<file path="config.mk">
export PLATFORM = sky130hd
export DESIGN_NAME = hbs_mac
export DESIGN_NICKNAME = d
export VERILOG_FILES = /design/src/sv/hbs_pkg.sv /design/src/sv/hbs_mac.sv
export SDC_FILE = /design/constraint.sdc
export NUM_CORES = 1
export LEC_CHECK = 0
export BUFFER_PORTS_ARGS = -buffer_cell sky130_fd_sc_hd__buf_4
export CORE_MARGIN = 2
export CORE_UTILIZATION = 60
export DETAILED_ROUTE_END_ITERATION = 8
export GPL_ROUTABILITY_DRIVEN = 0
export PLACE_DENSITY = 0.79
export SLEW_MARGIN = 40
export SYNTH_ARGS = -nofsm -noshare
export SYNTH_HDL_FRONTEND = slang
export SYNTH_SLANG_ARGS = --single-unit
</file>
<file path="constraint.sdc">
create_clock -name clk -period 9 [get_ports clk]
set_input_delay 1.35 -clock clk [delete_from_list [all_inputs] [get_ports clk]]
set_output_delay 1.35 -clock clk [all_outputs]
set_load 0.01 [all_outputs]
</file>
<file path="src/sv/hbs_pkg.sv">
// Shared types, constants and address helpers for the height map sampler.
// No dependencies; used by every other file of the block.
package hbs_pkg;

    localparam int MAP_W    = 256;
    localparam int MAP_H    = 256;
    localparam int ROW_W    = $clog2(MAP_H);
    localparam int COL_W    = $clog2(MAP_W);
    localparam int ADDR_W   = $clog2(MAP_W * MAP_H);
    localparam int DEPTH    = MAP_W * MAP_H;

    localparam int TEXEL_W  = 8;
    localparam int IDX_W    = 8;
    localparam int COORD_W  = 16;
    localparam int FRAC_W   = 8;
    localparam int HEIGHT_W = 16;
    localparam int MAXH_W   = 8;

    localparam int MUL_A_W  = 24;
    localparam int MUL_B_W  = 9;
    localparam int ACC_W    = 33;
    localparam int EST_W    = 17;

    localparam logic [1:0] MAC_HOLD = 2'd0;
    localparam logic [1:0] MAC_CLR  = 2'd1;
    localparam logic [1:0] MAC_ACC  = 2'd2;
    localparam logic [1:0] MAC_RND  = 2'd3;

    localparam logic [0:0] KIND_ACK    = 1'b0;
    localparam logic [0:0] KIND_HEIGHT = 1'b1;

    localparam logic [ACC_W-1:0]   ROUND_BIAS = 33'd32640;
    localparam logic [MUL_B_W-1:0] FRAC_ONE   = 9'd256;
    localparam logic [MUL_B_W-1:0] RECIP_255  = 9'd257;
    localparam logic [MUL_B_W-1:0] DIVISOR    = 9'd255;
    localparam logic [MUL_A_W-1:0] DIV_ONE    = 24'd255;
    localparam logic [MUL_A_W-1:0] DIV_TWO    = 24'd510;
    localparam logic [MAXH_W-1:0]  MAXH_RESET = 8'd60;

    typedef struct packed {
        logic [1:0]         op;
        logic [MUL_A_W-1:0] a;
        logic [MUL_B_W-1:0] b;
    } mac_cmd_t;

    function automatic logic [ROW_W-1:0] clamp_row(input logic [IDX_W:0] v);
        clamp_row = (v > (IDX_W+1)'(MAP_H - 1)) ? ROW_W'(MAP_H - 1) : v[ROW_W-1:0];
    endfunction

    function automatic logic [COL_W-1:0] clamp_col(input logic [IDX_W:0] v);
        clamp_col = (v > (IDX_W+1)'(MAP_W - 1)) ? COL_W'(MAP_W - 1) : v[COL_W-1:0];
    endfunction

    function automatic logic [ADDR_W-1:0] texel_addr(input logic [ROW_W-1:0] row,
                                                     input logic [COL_W-1:0] col);
        texel_addr = ADDR_W'(row) * ADDR_W'(MAP_W) + ADDR_W'(col);
    endfunction

endpackage

</file>
<file path="src/sv/hbs_mac.sv">
// Shared 24x9 multiply-accumulate unit with a registered accumulator.
// Depends on hbs_pkg for the command struct and op codes.
module hbs_mac
(
    input  logic                         clk,
    input  hbs_pkg::mac_cmd_t            cmd,
    output logic [hbs_pkg::ACC_W-1:0]    acc
);

    logic [hbs_pkg::ACC_W-1:0] acc_reg;
    logic [hbs_pkg::ACC_W-1:0] acc_next;
    logic [hbs_pkg::ACC_W-1:0] product;

    assign product = hbs_pkg::ACC_W'(cmd.a) * hbs_pkg::ACC_W'(cmd.b);

    always_comb
    begin
        unique case (cmd.op)
            hbs_pkg::MAC_HOLD: acc_next = acc_reg;
            hbs_pkg::MAC_CLR:  acc_next = product;
            hbs_pkg::MAC_ACC:  acc_next = acc_reg + product;
            hbs_pkg::MAC_RND:  acc_next = hbs_pkg::ROUND_BIAS + product;
        endcase
    end

    always_ff @(posedge clk)
    begin
        acc_reg <= acc_next;
    end

    assign acc = acc_reg;

endmodule

</file>
==> flow_metrics.tcl <==
set metrics [dict create \
    drc_errors 0 \
    synth_enable_flop_cells 33 \
    syn_nets 1572 \
    final_max_slew_viol_count 0 \
    hold_class "reg -> reg" \
    grt.total_usage_pct 26.76 \
    final-hold-violation-count 0 \
    grt_max_degree 42 \
    cpPeakStageDelay_ns 0.54 \
    fillers 1537 \
    die-area_um2 19090 \
    num_vias 8929 \
    syn2layout_area_growth_pct 6.903 \
    routedWlPerCell_um 16.11 \
    clock_latency_ns 0.28 \
    first_pass_iters 5 \
    r2r-end "acc[30]$_DFFE_PP_" \
    setup_violations 0 \
    worst_setup_path_end_kind "flip-flop" \
    initial_utilization_pct 60.55 \
    grt_pass1_wl_mm 42.71 \
    pre_cts_ws_ns 0.5615 \
    drive_gt1_share_pct 9.729 \
    holdPathStages 2 \
    yosys.area.top_type "fa_1" \
    dp.cells 1547 \
    fin_crit_ns 8.213 \
    yosysWarnings 0 \
    tightest_slew_ns 0.5850 \
    finalNetCount 1604 \
    crit_slowest_cell "fa_1" \
    cts.repair.resized 0 \
    ctsHoldBuffers 0 \
    viasPerCell 5.742 \
    worstPathArrival_ns 8.24 \
    drtAntennaViolNets 0 \
    cts_buffers 5 \
    layout_commonest_cell "inv_1" \
    period_share_pct 91.25 \
    reg2reg_depth 13 \
    start_kind "primary input" \
    synth-main-ff-cell "edfxtp_1" \
    r2r_slack_ns 5.57 \
    crit_type "in -> reg" \
    rsz0062_at_grt "no" \
    port_buffers 68 \
    num_io_pins 69 \
    fin_util_pct 64.73 \
    clockRootBuffer "clkbuf_16" \
    antenna_cells 0 \
    yosys-top-cells-area "fa_1, ha_1, edfxtp_1" \
    status "finished, final reports clean" \
    grt_pass1_vias 8825 \
    final_cells 1555 \
    largest_reg_flops 33 \
    synth_top_area_share_pct 28.91 \
    overflow 0 \
    fin_skew_ns 0.01165 \
    max_freq_mhz 121.8 \
    num_rows 49 \
    die_w_um 138.2 \
    min_from "acc[0]$_DFFE_PP_" \
    clock_tree.buffer_depth 2 \
    die_h_um 138.2 \
    synth_seq_area_share_pct 9.173 \
    drv_cap 0 \
    synthCells 1293 \
    drtIter0Drc 644 \
    timing.critical_path.buf_inv 5 \
    path_clk_slew_ns 0.06 \
    avgSynthCellArea_um2 8.355 \
    path_max_fanout 24 \
    yosys.cell_types.count 94 \
    cts_sinks 33 \
    critPathTopFamily "adder cells" \
    final_cell_mix "inv_1, nand2_1, fa_1, and2_1, ha_1" \
    critPathRequiredTime_ns 9.02 \
    core_um2 17840 \
    netlist_area_um2 10800 \
    cts_setup_buffers 0 \
    setup_ws_ns 0.7874 \
    cts_max_level 2 \
    min_to "acc[0]$_DFFE_PP_" \
    wirelength_mm 25.06 \
    fin_setup_tns_ns 0 \
    antenna_found_initial 0 \
    slew_headroom_pct 60.96 \
    timing.rr.start "acc[0]$_DFFE_PP_" \
    async_flop_share_pct 0 \
    synth_seq_cells 33 \
    cts_tree "yes" \
    place_hpwl_mm 20.25 \
]
==> metal layers <==
| metal | GRT usage, % | routed length [µm] | vias to the layer above | part of all wire, % |
|---|---|---|---|---|
| met2 | 44.66 | 11770 | 306 | 47 |
| li1 | - | - | 4302 | - |
| met5 | 0 | 0 | - | 0 |
| met1 | 38.92 | 11500 | 4296 | 46 |
| met3 | 1.593 | 1459 | 25 | 5.8 |
| met4 | 5.961 | 324 | 0 | 1.3 |
==> worst register-to-register path: cells and delay by family (launching register included) <==
family / cells / cell delay, ns
XOR/XNOR: 1 / 0.12
AND/OR/NAND/NOR: 3 / 0.62
buffers and inverters: 1 / 0.07
AO/OA/AOI/OAI: 6 / 1.39
flip-flops: 1 / 0.37
adder cells (fa/ha/maj): 2 / 0.60
==> through the flow <==
| step | hold WS, ns | area [µm²] |
|---|---|---|
| 2_1_floorplan | 0.7440 | 10800 |
| 3_3_place_gp | 0.7171 | 11410 |
| 3_5_place_dp | 0.7282 | 11410 |
| 4_1_cts | 0.7425 | 11550 |
| 5_1_grt | 0.7719 | 11550 |
| 6_report | 0.7412 | 11550 |
==> logic make-up (layout without fill, tap and decap cells) <==
family / Yosys count / after routing / synth area share, %
buf+inv: 257 / 290 / 9.335
mux: 6 / 6 / 0.5675
flops: 33 / 33 / 9.173
xor+xnor: 50 / 50 / 4.644
simple gates: 458 / 458 / 22.25
compound gates: 246 / 246 / 15.05
fa+ha+maj: 243 / 243 / 38.99
==> synthesized netlist by cell type, types with 12 or more instances <==
| cell | instances |
|---|---|
| nand3_1 | 21 |
| nor2_1 | 48 |
| ha_1 | 87 |
| o21ai_0 | 54 |
| inv_1 | 210 |
| and2_1 | 128 |
| a21oi_1 | 73 |
| a21o_1 | 12 |
| edfxtp_1 | 33 |
| xor2_1 | 18 |
| clkbuf_1 | 35 |
| fa_1 | 156 |
| nor3_1 | 19 |
| nand4_1 | 13 |
| nand2_1 | 169 |
| xnor2_1 | 25 |
| a211oi_1 | 12 |
==> final cells by class <==
type | count | area, µm² | share of cell area (%)
multi-input cells | 1003 | 8806 | 76.25
flip-flops and latches | 33 | 991.0 | 8.581
inverters | 212 | 800.8 | 6.934
repair buffers | 70 | 525.5 | 4.550
well taps | 229 | 286.5 | 2.481
clock buffers | 6 | 128.9 | 1.116
clock inverters | 2 | 10.01 | 0.08667
==> how the worst max path moves through the flow <==
stage / from / endpoint / slack, ns / depth (start not counted)
CTS: cmd[0] / acc[31]$_DFFE_PP_ / 0.84 / 25
floorplan: cmd[0] / acc[27]$_DFFE_PP_ / 1.09 / 26
global placement: cmd[0] / acc[27]$_DFFE_PP_ / 0.71 / 26
detailed placement: cmd[0] / acc[31]$_DFFE_PP_ / 0.56 / 25
finish: cmd[0] / acc[30]$_DFFE_PP_ / 0.79 / 27
global route: cmd[0] / acc[30]$_DFFE_PP_ / 0.34 / 27
Power is left out: the tool's default activity adds up to more than one toggle a clock period on the data nets, which glitch-free logic cannot reach.
